[src/rtl/pid_pkg.sv]
// ----------------------------------------------------------------------------
// pid_pkg
// Shared types and constants of the positional PID controller.
// ----------------------------------------------------------------------------
package pid_pkg;

    // Operand width of the serial multiplier and its bit counter
    localparam int MUL_W     = 33;
    localparam int MUL_CNT_W = 6;

    // Fixed controller limits, Q16.16
    localparam logic signed [31:0] SETPOINT_MAX = 32'sd2147483647;
    localparam logic signed [31:0] ERROR_LIMIT  = 32'sd2147483647;
    localparam logic signed [31:0] DEAD_ZONE    = 32'sd0;
    localparam logic signed [31:0] PREDICT_GAIN = 32'sd0;

    // Configuration register indexes
    typedef enum logic [2:0] {
        CFG_MODE      = 3'd0,
        CFG_GAIN_P    = 3'd1,
        CFG_GAIN_I    = 3'd2,
        CFG_GAIN_D    = 3'd3,
        CFG_GAIN_FF   = 3'd4,
        CFG_DCOEF     = 3'd5,
        CFG_IBOUND    = 3'd6,
        CFG_OLIMIT    = 3'd7
    } t_cfg_idx;

    // Integral modes
    localparam logic [1:0] IMODE_NORMAL = 2'd0;
    localparam logic [1:0] IMODE_SEP    = 2'd1;
    localparam logic [1:0] IMODE_AWU    = 2'd2;
    localparam logic [1:0] IMODE_TRAP   = 2'd3;

    // Derivative modes
    localparam logic [1:0] DMODE_LPF    = 2'd1;
    localparam logic [1:0] DMODE_SPW    = 2'd2;

    typedef struct packed {
        logic [5:0]         mode;
        logic signed [31:0] gain_p;
        logic signed [31:0] gain_i_dt;
        logic signed [31:0] gain_d_dt;
        logic signed [31:0] gain_ff;
        logic signed [31:0] deriv_coef;
        logic [30:0]        integral_bound;
        logic [30:0]        output_limit;
    } t_cfg;

endpackage

[src/rtl/pid_cfg_regs.sv]
// ----------------------------------------------------------------------------
// pid_cfg_regs
// Configuration register file of the PID controller, write only.
// ----------------------------------------------------------------------------
module pid_cfg_regs import pid_pkg::*; (
    input  logic        i_clk,
    input  logic        i_rst_n,
    input  logic        i_cfg_we,
    input  logic [2:0]  i_cfg_index,
    input  logic [31:0] i_cfg_wdata,
    output t_cfg        o_cfg
);

    t_cfg r_cfg;

    always_ff @(posedge i_clk) begin
        if (!i_rst_n) begin
            r_cfg.mode           <= '0;
            r_cfg.gain_p         <= '0;
            r_cfg.gain_i_dt      <= '0;
            r_cfg.gain_d_dt      <= '0;
            r_cfg.gain_ff        <= '0;
            r_cfg.deriv_coef     <= '0;
            r_cfg.integral_bound <= '1;
            r_cfg.output_limit   <= '1;
        end else if (i_cfg_we) begin
            unique case (t_cfg_idx'(i_cfg_index))
                CFG_MODE:    r_cfg.mode           <= i_cfg_wdata[5:0];
                CFG_GAIN_P:  r_cfg.gain_p         <= i_cfg_wdata;
                CFG_GAIN_I:  r_cfg.gain_i_dt      <= i_cfg_wdata;
                CFG_GAIN_D:  r_cfg.gain_d_dt      <= i_cfg_wdata;
                CFG_GAIN_FF: r_cfg.gain_ff        <= i_cfg_wdata;
                CFG_DCOEF:   r_cfg.deriv_coef     <= i_cfg_wdata;
                CFG_IBOUND:  r_cfg.integral_bound <= i_cfg_wdata[30:0];
                CFG_OLIMIT:  r_cfg.output_limit   <= i_cfg_wdata[30:0];
                default: ;
            endcase
        end
    end

    assign o_cfg = r_cfg;

endmodule

[src/rtl/pid_serial_mul.sv]
// ----------------------------------------------------------------------------
// pid_serial_mul
// Signed shift-add multiplier, one multiplier bit per cycle.
// ----------------------------------------------------------------------------
module pid_serial_mul import pid_pkg::*; (
    input  logic                       i_clk,
    input  logic                       i_rst_n,
    input  logic                       i_start,
    input  logic signed [MUL_W-1:0]    i_a,
    input  logic signed [MUL_W-1:0]    i_b,
    output logic                       o_done,
    output logic signed [2*MUL_W-1:0]  o_prod
);

    localparam logic [MUL_CNT_W-1:0] LAST = MUL_CNT_W'(MUL_W - 1);

    logic signed [MUL_W:0]   r_a;
    logic signed [MUL_W:0]   r_hi;
    logic [MUL_W-1:0]        r_lo;
    logic [MUL_CNT_W-1:0]    r_cnt;
    logic                    r_busy;
    logic                    r_done;
    logic signed [MUL_W:0]   add_op;
    logic signed [MUL_W:0]   sum;

    // The sign bit of the multiplier carries negative weight: subtract on it
    always_comb begin
        add_op = '0;
        if (r_lo[0]) begin
            add_op = (r_cnt == LAST) ? -r_a : r_a;
        end
        sum = r_hi + add_op;
    end

    always_ff @(posedge i_clk) begin
        if (!i_rst_n) begin
            r_busy <= 1'b0;
            r_done <= 1'b0;
            r_cnt  <= '0;
        end else begin
            r_done <= 1'b0;
            if (i_start) begin
                r_busy <= 1'b1;
                r_cnt  <= '0;
            end else if (r_busy) begin
                r_cnt <= r_cnt + 1'b1;
                if (r_cnt == LAST) begin
                    r_busy <= 1'b0;
                    r_done <= 1'b1;
                end
            end
        end
    end

    always_ff @(posedge i_clk) begin
        if (i_start) begin
            r_a  <= {i_a[MUL_W-1], i_a};
            r_hi <= '0;
            r_lo <= i_b;
        end else if (r_busy) begin
            r_hi <= {sum[MUL_W], sum[MUL_W:1]};
            r_lo <= {sum[0], r_lo[MUL_W-1:1]};
        end
    end

    assign o_done = r_done;
    assign o_prod = {r_hi[MUL_W-1:0], r_lo};

endmodule

[src/rtl/pid_position_controller.sv]
// ----------------------------------------------------------------------------
// pid_position_controller
// Positional PID step in Q16.16 with prediction, dead zone, integral and
// derivative modes, feedforward and output clamp.
// ----------------------------------------------------------------------------
// Sequence: up to seven products run one after another on one bit-serial
// multiplier, with the error, difference and clamp steps between them;
// fewer products run when prediction is off and derivative mode is raw.
// Input: the next sample is taken once the sequencer is back in idle, while
// the previous result may wait.
// Reset: synchronous active low; clears registers to their reset values
// and the integral, last error, filtered derivative and last target to zero.
module pid_position_controller import pid_pkg::*; (
    input  logic        i_clk,
    input  logic        i_rst_n,
    input  logic        i_in_valid,
    output logic        o_in_stall,
    input  logic [31:0] i_setpoint,
    input  logic [31:0] i_measured,
    input  logic [31:0] i_predicted,
    output logic        o_out_valid,
    input  logic        i_out_stall,
    output logic [31:0] o_drive,
    input  logic        i_cfg_we,
    input  logic [2:0]  i_cfg_index,
    input  logic [31:0] i_cfg_wdata
);

    typedef enum logic [10:0] {
        ST_IDLE  = 11'b000_0000_0001,
        ST_FF    = 11'b000_0000_0010,
        ST_SQ    = 11'b000_0000_0100,
        ST_PT    = 11'b000_0000_1000,
        ST_ERR   = 11'b000_0001_0000,
        ST_INT   = 11'b000_0010_0000,
        ST_DIF   = 11'b000_0100_0000,
        ST_DER   = 11'b000_1000_0000,
        ST_P     = 11'b001_0000_0000,
        ST_D     = 11'b010_0000_0000,
        ST_CLAMP = 11'b100_0000_0000
    } t_state;

    function automatic logic signed [31:0] sat32(input logic signed [53:0] x);
        if (x > 54'sd2147483647)       return 32'sh7FFFFFFF;
        else if (x < -54'sd2147483648) return 32'sh80000000;
        else                           return x[31:0];
    endfunction

    function automatic logic signed [47:0] sat48(input logic signed [53:0] x);
        if (x > 54'sd140737488355327)       return 48'sh7FFFFFFFFFFF;
        else if (x < -54'sd140737488355328) return 48'sh800000000000;
        else                                return x[47:0];
    endfunction

    t_cfg cfg;

    t_state r_state, n_state;
    logic   r_start, n_start;
    logic   r_out_valid;
    logic [31:0] r_drive;

    logic signed [31:0] r_tgt, r_meas, r_p, r_sq, r_err, r_d;
    logic signed [47:0] r_ff, r_pterm;
    logic signed [53:0] r_sum;
    logic signed [47:0] r_acc;
    logic signed [31:0] r_last_err, r_fd, r_last_sp;

    logic signed [MUL_W-1:0]   mul_a, mul_b;
    logic                      mul_done;
    logic signed [2*MUL_W-1:0] prod;
    logic signed [49:0]        sh16;
    logic signed [49:0]        step;

    logic               accept;
    logic               run;
    logic [1:0]         imode, dmode;
    logic signed [31:0] sp_in, tgt_c;
    logic signed [49:0] e_raw;
    logic signed [31:0] err_c;
    logic signed [31:0] d_c;
    logic signed [31:0] ibound, olim;
    logic signed [53:0] acc_sum, acc_new;
    logic signed [53:0] dv;
    logic signed [53:0] out_sum;
    logic signed [31:0] out_c;

    pid_cfg_regs u_cfg (
        .i_clk       (i_clk),
        .i_rst_n     (i_rst_n),
        .i_cfg_we    (i_cfg_we),
        .i_cfg_index (i_cfg_index),
        .i_cfg_wdata (i_cfg_wdata),
        .o_cfg       (cfg)
    );

    pid_serial_mul u_mul (
        .i_clk   (i_clk),
        .i_rst_n (i_rst_n),
        .i_start (r_start),
        .i_a     (mul_a),
        .i_b     (mul_b),
        .o_done  (mul_done),
        .o_prod  (prod)
    );

    assign run    = cfg.mode[5];
    assign imode  = cfg.mode[1:0];
    assign dmode  = cfg.mode[3:2];
    assign ibound = $signed({1'b0, cfg.integral_bound});
    assign olim   = $signed({1'b0, cfg.output_limit});

    assign o_in_stall = (r_state != ST_IDLE);
    assign accept     = i_in_valid && (r_state == ST_IDLE);

    assign sh16 = prod[65:16];
    assign step = (imode == IMODE_TRAP) ? {prod[65], prod[65:17]} : prod[65:16];

    // Operand select follows the multiply that is being started
    always_comb begin
        mul_a = '0;
        mul_b = '0;
        unique case (r_state)
            ST_FF: begin
                mul_a = 33'(cfg.gain_ff);
                mul_b = 33'(r_tgt);
            end
            ST_SQ: begin
                mul_a = 33'(r_p);
                mul_b = r_p[31] ? -33'(r_p) : 33'(r_p);
            end
            ST_PT: begin
                mul_a = 33'(PREDICT_GAIN);
                mul_b = 33'(r_sq);
            end
            ST_INT: begin
                mul_a = 33'(cfg.gain_i_dt);
                mul_b = (imode == IMODE_TRAP) ? 33'(r_err) + 33'(r_last_err) : 33'(r_err);
            end
            ST_DER: begin
                mul_a = 33'(cfg.deriv_coef);
                mul_b = (dmode == DMODE_LPF) ? 33'(r_d) - 33'(r_fd)
                                             : 33'(r_tgt) - 33'(r_last_sp);
            end
            ST_P: begin
                mul_a = 33'(cfg.gain_p);
                mul_b = 33'(r_err);
            end
            ST_D: begin
                mul_a = 33'(cfg.gain_d_dt);
                mul_b = 33'(r_fd);
            end
            default: ;
        endcase
    end

    always_comb begin
        sp_in = $signed(i_setpoint);
        if (sp_in > SETPOINT_MAX)       tgt_c = SETPOINT_MAX;
        else if (sp_in < -SETPOINT_MAX) tgt_c = -SETPOINT_MAX;
        else                            tgt_c = sp_in;

        e_raw = 50'(r_tgt) - 50'(r_meas) - 50'(r_pterm);
        if (e_raw < 50'(DEAD_ZONE) && e_raw > -50'(DEAD_ZONE)) begin
            e_raw = '0;
        end
        if (e_raw > 50'(ERROR_LIMIT))       err_c = ERROR_LIMIT;
        else if (e_raw < -50'(ERROR_LIMIT)) err_c = -ERROR_LIMIT;
        else                                err_c = e_raw[31:0];

        d_c = sat32(54'(r_err) - 54'(r_last_err));

        acc_sum = 54'(r_acc) + 54'(step);
        acc_new = acc_sum;
        if (imode == IMODE_SEP && (54'(r_err) > 54'(ibound) || 54'(r_err) < -54'(ibound))) begin
            acc_new = 54'(r_acc);
        end else if (imode == IMODE_AWU) begin
            if (54'(r_acc) > 54'(ibound))       acc_new = 54'(ibound);
            else if (54'(r_acc) < -54'(ibound)) acc_new = -54'(ibound);
        end

        if (dmode == DMODE_LPF) dv = 54'(r_fd) + 54'(sh16);
        else                    dv = 54'(r_d) - 54'(sh16);

        out_sum = r_sum;
        if (out_sum > 54'(olim))       out_c = olim;
        else if (out_sum < -54'(olim)) out_c = -olim;
        else                           out_c = out_sum[31:0];
    end

    always_comb begin
        n_state = r_state;
        n_start = 1'b0;
        unique case (r_state)
            ST_IDLE: begin
                if (accept && run) begin
                    n_state = ST_FF;
                    n_start = 1'b1;
                end
            end
            ST_FF: begin
                if (mul_done) begin
                    if (cfg.mode[4] && r_p != 32'sd0) begin
                        n_state = ST_SQ;
                        n_start = 1'b1;
                    end else begin
                        n_state = ST_ERR;
                    end
                end
            end
            ST_SQ: begin
                if (mul_done) begin
                    n_state = ST_PT;
                    n_start = 1'b1;
                end
            end
            ST_PT: begin
                if (mul_done) n_state = ST_ERR;
            end
            ST_ERR: begin
                if (cfg.gain_i_dt == 32'sd0) begin
                    n_state = ST_DIF;
                end else begin
                    n_state = ST_INT;
                    n_start = 1'b1;
                end
            end
            ST_INT: begin
                if (mul_done) n_state = ST_DIF;
            end
            ST_DIF: begin
                n_start = 1'b1;
                n_state = (dmode == DMODE_LPF || dmode == DMODE_SPW) ? ST_DER : ST_P;
            end
            ST_DER: begin
                if (mul_done) begin
                    n_state = ST_P;
                    n_start = 1'b1;
                end
            end
            ST_P: begin
                if (mul_done) begin
                    n_state = ST_D;
                    n_start = 1'b1;
                end
            end
            ST_D: begin
                if (mul_done) n_state = ST_CLAMP;
            end
            ST_CLAMP: begin
                // hold until the output register is free
                if (!r_out_valid || !i_out_stall) n_state = ST_IDLE;
            end
            default: n_state = ST_IDLE;
        endcase
    end

    // Control and controller state
    always_ff @(posedge i_clk) begin
        if (!i_rst_n) begin
            r_state     <= ST_IDLE;
            r_start     <= 1'b0;
            r_out_valid <= 1'b0;
            r_acc       <= '0;
            r_last_err  <= '0;
            r_fd        <= '0;
            r_last_sp   <= '0;
        end else begin
            r_state <= n_state;
            r_start <= n_start;
            if (r_state == ST_ERR && cfg.gain_i_dt == 32'sd0) r_acc <= '0;
            if (r_state == ST_INT && mul_done) r_acc <= sat48(acc_new);
            if (r_state == ST_DIF && dmode != DMODE_LPF && dmode != DMODE_SPW) begin
                r_fd <= d_c;
            end
            if (r_state == ST_DER && mul_done) r_fd <= sat32(dv);
            if (r_state == ST_CLAMP && (!r_out_valid || !i_out_stall)) begin
                r_out_valid <= 1'b1;
                r_last_err  <= r_err;
                r_last_sp   <= r_tgt;
            end else if (r_out_valid && !i_out_stall) begin
                r_out_valid <= 1'b0;
            end
        end
    end

    // Sample datapath
    always_ff @(posedge i_clk) begin
        if (accept) begin
            r_tgt  <= tgt_c;
            r_meas <= $signed(i_measured);
            r_p    <= $signed(i_predicted);
        end
        if (r_state == ST_FF && mul_done) begin
            r_ff    <= prod[63:16];
            r_pterm <= '0;
        end
        if (r_state == ST_SQ && mul_done) r_sq <= sat32(54'(sh16));
        if (r_state == ST_PT && mul_done) r_pterm <= prod[63:16];
        if (r_state == ST_ERR) r_err <= err_c;
        if (r_state == ST_DIF) r_d <= d_c;
        if (r_state == ST_P && mul_done) r_sum <= 54'(sh16) + 54'(r_acc) + 54'(r_ff);
        if (r_state == ST_D && mul_done) r_sum <= r_sum + 54'(sh16);
        if (r_state == ST_CLAMP && (!r_out_valid || !i_out_stall)) r_drive <= out_c;
    end

    assign o_out_valid = r_out_valid;
    assign o_drive     = r_drive;

    // The multiplier only finishes inside a multiply step
    a_mul_done_state: assert property (@(posedge i_clk) disable iff (!i_rst_n)
        mul_done |-> (r_state == ST_FF || r_state == ST_SQ || r_state == ST_PT ||
                      r_state == ST_INT || r_state == ST_DER || r_state == ST_P ||
                      r_state == ST_D))
        else $error("multiplier finished outside a multiply step");

    // A running transaction starts the feedforward product next cycle
    a_accept_start: assert property (@(posedge i_clk) disable iff (!i_rst_n)
        (accept && run) |=> (r_state == ST_FF && r_start))
        else $error("accepted transaction did not start the sequence");

    // A new result only comes from the clamp step
    a_result_source: assert property (@(posedge i_clk) disable iff (!i_rst_n)
        $rose(r_out_valid) |-> $past(r_state == ST_CLAMP))
        else $error("result raised outside the clamp step");

endmodule

[config.mk]
export PLATFORM = sky130hd
export DESIGN_NAME = pid_position_controller
export DESIGN_NICKNAME = d
export VERILOG_FILES = /design/src/rtl/pid_pkg.sv /design/src/rtl/pid_cfg_regs.sv /design/src/rtl/pid_serial_mul.sv /design/src/rtl/pid_position_controller.sv
export SDC_FILE = /design/constraint.sdc
export NUM_CORES = 2
export LEC_CHECK = 0
export BUFFER_PORTS_ARGS = -buffer_cell sky130_fd_sc_hd__buf_2
export CAP_MARGIN = 5
export CELL_PAD_IN_SITES_DETAIL_PLACEMENT = 1
export CELL_PAD_IN_SITES_GLOBAL_PLACEMENT = 1
export CORE_MARGIN = 2
export CORE_UTILIZATION = 50
export DETAILED_ROUTE_END_ITERATION = 7
export GPL_TIMING_DRIVEN = 0
export PLACE_DENSITY = 0.93
export SLEW_MARGIN = 25
export SYNTH_ARGS = -nofsm -noshare
export SYNTH_HDL_FRONTEND = slang
export SYNTH_SLANG_ARGS = --single-unit
[constraint.sdc]
create_clock -name i_clk -period 7.2 [get_ports i_clk]
set_clock_uncertainty 0.05 [all_clocks]
set_input_delay 0.72 -clock i_clk [delete_from_list [all_inputs] [get_ports i_clk]]
set_output_delay 0.72 -clock i_clk [all_outputs]
set_load 0.03 [all_outputs]
Yosys cells after proc, flatten, opt, wreduce, memory -nomap -nowiden
Cells that the tools add are included.
{"block": "totals", "register_bits": 866, "in_bits": 136, "out_inout_bits": 34, "wordCells": 216}
{"block": "classes", "addsub": 19, "magnitude_cmp": 20, "n_eq_ne": 36, "mux": 60, "bitwise": 2, "n_reduce_logical": 45}
{"cell": "$mux W54", "count": 7}
{"cell": "$mux W32", "count": 10}
{"cell": "$mux W48", "count": 6}
{"cell": "$pmux W33 S7", "count": 1}
{"cell": "$pmux W33 S6", "count": 1}
{"cell": "$mux W33", "count": 5}
{"cell": "$sub A32 B32 Y33", "count": 4}
{"cell": "$pmux W11 S11", "count": 1}
{"cell": "$neg A31 Y54", "count": 2}
{"cell": "$gt A50 B32 Y1 const B", "count": 2}
{"cell": "$lt A50 B32 Y1 const B", "count": 2}
{"cell": "$mux W11", "count": 9}
{"cell": "$mux W34", "count": 2}
{"cell": "$add A54 B50 Y54", "count": 1}
{"cell": "$gt A54 B32 Y1", "count": 1}
{"cell": "$gt A54 B32 Y1 const B", "count": 1}
{"cell": "$gt A54 B48 Y1 const B", "count": 1}
{"cell": "$lt A32 B54 Y1", "count": 1}
{"cell": "$lt A48 B54 Y1", "count": 1}
{"cell": "$lt A54 B32 Y1 const B", "count": 1}
{"cell": "$lt A54 B48 Y1 const B", "count": 1}
{"cell": "$lt A54 B54 Y1", "count": 1}
{"cell": "$add A51 B48 Y52", "count": 1}
{"cell": "$add A32 B50 Y51", "count": 1}
{"cell": "58 further kinds", "count": 119}

Longest topological paths before layout
{"block": "logic_depth", "ltp_word": 11, "ltp_mapped": 30}

Cells and area by module
A second synthesis with hierarchy kept.
{"block": "unflattened", "cells_unflattened": 8611, "hier_area_um2": 73468.0}
{"module": "pid_position_controller", "instances": 1, "cells_per_inst": 7172, "area_per_inst_um2": 58477.3, "seq_area_each_um2": 14373.8}
{"module": "pid_cfg_regs", "instances": 1, "cells_per_inst": 817, "area_per_inst_um2": 8555.7, "seq_area_each_um2": 4564.4}
{"module": "pid_serial_mul", "instances": 1, "cells_per_inst": 622, "area_per_inst_um2": 6434.9, "seq_area_each_um2": 2802.7}

Least setup slack after synthesis
Ideal clock, no wire load.
{"block": "synth_timing", "kind": "register -> register", "start": "register u_cfg.r_cfg (netlist bit u_cfg.o_cfg[1])", "end": "register r_drive[6] (netlist: o_drive[6]), data pin", "t_arrival_ps": 5923, "t_required_ps": 6970, "slack_ps": 1047, "stages_incl_launch_ff": 29, "n_path_buf": 5, "period_less_slack_ps": 6153, "path_cell_list": "dfxtp_1 -> inv_1 -> ha_1 -> clkbuf_1 -> nand4_1 -> nor2_1 -> nand2_1 -> or4_1 -> or3_1 -> clkbuf_1 -> nor3_2 -> nand3_1 -> nor3_1 -> nand3_1 -> clkbuf_1 -> nor2_1 -> ha_1 -> nand4_1 -> nor2_1 -> nand3_1 -> or3_1 -> a21oi_1 -> a21o_1 -> nand2_1 -> a211oi_1 -> clkbuf_1 -> buf_1 -> a21oi_1 -> a221oi_1"}
{"block": "synth_between", "elab_chain_len": 4}
{"item": "start: declaration", "line": "pid_cfg_regs.sv:14", "text": "t_cfg r_cfg;"}
{"item": "$neg A31 Y54", "line": "pid_position_controller.sv:186", "text": "else if (out_sum < -54'(olim)) out_c = -olim;"}
{"item": "$lt A54 B54 Y1", "line": "pid_position_controller.sv:186"}
{"item": "$mux W32", "line": "pid_position_controller.sv:186"}
{"item": "$mux W31 *", "line": "pid_position_controller.sv:185", "text": "if (out_sum > 54'(olim)) out_c = olim;"}
{"item": "via out_c[6]", "line": "pid_position_controller.sv:85", "text": "logic signed [31:0] out_c;"}
{"item": "end signal: assignment", "line": "pid_position_controller.sv:303", "text": "if (r_state == ST_CLAMP && (!r_out_valid || !i_out_stall)) r_drive <= out_c;"}
{"item": "end: declaration", "line": "pid_position_controller.sv:60", "text": "logic [31:0] r_drive;"}
The timed path passes the listed nets; every way through them passes the cells marked *.
A chain may end at the register's enable or synchronous reset.

Final worst setup path
{"block": "layout_timing", "start": "register u_cfg.r_cfg (netlist bit u_cfg.o_cfg[2])", "end": "register r_drive[6] (netlist: o_drive[6]), data pin"}
The elaborated chain is that of the path after synthesis.

==> qor.csv <==
metric,value,unit
syn_avg_cell_area,8.339,µm²
period_minus_slack,7000,ps
synth_top_family_by_area,compound AO/OA/AOI/OAI gates,
cts-htree-levels,3,
row_count,140,
cts_tree,done,
path_common_cell,nor3_4,
die_w,385.7,µm
grt-busiest-layer,met2,
critPathBufInv,5,
violations,design-rule violations,
die_area,148800,µm²
async_flop_share,0,%
critPathTopFamily,simple AND/OR/NAND/NOR gates,
grt.met3_usage,12.17,%
synth_top_cell_area_share,18.09,%
ys.flop_type,edfxtp_1,
drc,6,
grt_max_degree,55,
via_per_inst,6.872,
wire_per_inst,32.75,µm
clock-root-buffer,clkbuf_16,
ys_ff_latch,865,
ys_warn_count,0,
maxSlewViolCount,0,
worstPathRequired,7690,ps
hp-class,in -> reg,
io_buffers,162,
wirelength,363000,µm
clkLatencyLatePin,800,ps
synthAdderAreaFrac,15.62,%
drtPass1Iterations,8,
synth_nets,9705,
grt_usage,47.51,%
setup_viol,0,
start_util,50.18,%
synth_xor_area_share,5.806,%
ios,170,
fmax,142.9,MHz
cpPeakStageDelay,410,ps
place_congestion,1.054,
place_area,77100,µm²
numClockSinks,865,
cp-end-kind,register,
synth.most_common_cell,nand2_1,
grt_use_met1,56.65,%
ir_drop,0.0002532,V
grt_pass1_vias,76752,
power_density,215.6,nW/µm²
cts_buffers,101,
clockBufferDepth,3,
start_kind,register,
worstSetupPathType,reg -> reg,
maxCapViolations,0,
synth_cells,8738,
finalNonFillerCells,11083,
dpl.hpwl,281300,µm
ys_top_cells_by_count,"nand2_1 (1,160), ha_1 (723), a21oi_1 (623)",
place_inst,10856,
layout.nets,10017,
relSlewSlack,17.66,%
post-route-cell-area,81080,µm²
outcome,"finished, violations left",
synth_area,72860,µm²
tightestPinTransition,1235,ps
period_share,97.23,%
synth_compound_area_share,24.14,%
crit_arrival,7490,ps
synth.top_cells.by_area,"edfxtp_1 (18%), ha_1 (12%), dfxtp_1 (12%)",
drtIter0Drc,8847,
hold_viol,0,
grt_overflow_total,0,
antenna_found_initial,41,
drive_gt1_share,6.916,%
cts.hold.buffers_added,0,
area_growth,11.28,%
synth_edf_count,439,
cp_max_fo,10,
synth.largest_area_cell,edfxtp_1,
synth.yosys.seq_area_share,29.80,%
path_clk_slew,70,ps
vias,76157,
gr-usage-met2,71.83,%
fin_util,55.84,%
postRouteAntennaNets,0,
core_area,145200,µm²
p_leak,0.03313,µW
slowest_stage,a221oi_1,
ys_types,106,
die_y,385.7,µm
muxShareOfSynthArea,0.8878,%
grt_first_pass_wirelength,519300,µm
synth-simple-area-share,19.04,%
-- layer usage --
metal  up-vias  part of all wire [%]
met5         -                 0.063
met4        28                    10
met3      1481                    11
met2      4541                    42
met1     37538                    37
li1      32569                     -
-- report_power, final --
group          switching [µW]  total, µW  internal (µW)
Clock                    2520       5600           3080
Sequential                649       6070           5420
Combinational            3730       5820           2080
Total                    6900      17500          10600
-- placed cells by master (no fill, tap or decap), types with 68 or more instances in the layout --
cell       count
a21boi_0     251
a21o_1       295
ha_1         721
dfxtp_1      390
nand2_1     1160
nand3_1      213
o21ai_0      463
nor2b_1      135
clkbuf_1     359
nor3_1       150
a21oi_1      617
nor2_1       600
o21a_1        96
fa_1         108
xnor2_1      306
and3_1       105
nand4_1      155
edfxtp_1     439
nor4_1        71
o21bai_1      68
buf_2        180
inv_1        473
o211ai_1     197
clkbuf_16    104
xor2_1       177
a222oi_1      80
nand2b_1      94
-- path summary, 6_finish.rpt --
kind	start	end	slack, ps	cells past startpoint
max reg2reg	u_cfg.o_cfg[2]	o_drive[6]	200	29
max	u_cfg.o_cfg[2]	o_drive[6]	200	29
min	i_predicted[8]	r_p[8]	40	1
min reg2reg	u_cfg.o_cfg[72]	u_cfg.o_cfg[72]	420	2
-- worst reg2reg max path, delay by kind of cell (launching register included) --
family	cells	cell delay, ps
AOI/OAI and AO/OA	9	1820
buffers and inverters	5	1120
adders and majority gates	1	280
and+or+nand+nor	14	3120
DFF	1	380
-- repair_timing --
| action | 4_1_cts | 5_1_grt |
|---|---|---|
| setup endpoints to repair | 80 | 79 |
| resized for setup | 41 | 61 |
| buffers inserted | 4 | 5 |
| cloned | 0 | 0 |
| pin swaps | 3 | 6 |
-- stage by stage --
| step | setup WS, ps | hold slack (ps) | power (µW) | TNS (ps) |
|---|---|---|---|---|
| after floorplan | 1047 | 391.0 | 9252 | 0 |
| after global placement | -1508 | 398.4 | 11090 | -101630 |
| after detailed placement | -1372 | 408.8 | 11620 | -79630 |
| after CTS | 9.339 | 30.29 | 17160 | 0 |
| after global routing | -130.3 | 50.53 | 17950 | -274.5 |
| final | 199.7 | 43.94 | 17480 | 0 |
-- cells by family after synthesis --
group,count (synthesis)
fa+ha+maj,848
compound gates,2619
mux,63
buf+inv,898
simple gates,2962
xor+xnor,483
flops,865
-- sequential cells by signal, summed over array words and instances (netlist names), 33 cells and up --
name / cells
u_cfg.o_cfg: 228
out_sum: 54
r_acc: 48
r_ff: 48
r_pterm: 48
u_mul.r_hi: 33
u_mul.r_lo: 33
-- final cells by class --
cell class	instances	area, µm²
fillers	17300	64130
multi-input cells	6975	48110
flip-flops and latches	865	21760
clock buffers	142	2865
well taps	1917	2399
inverters	481	1805
repair buffers	213	1789
plain buffers	413	1658
clock inverters	49	628.1
diodes	28	70.07
Power figures use the tool's default switching activity.
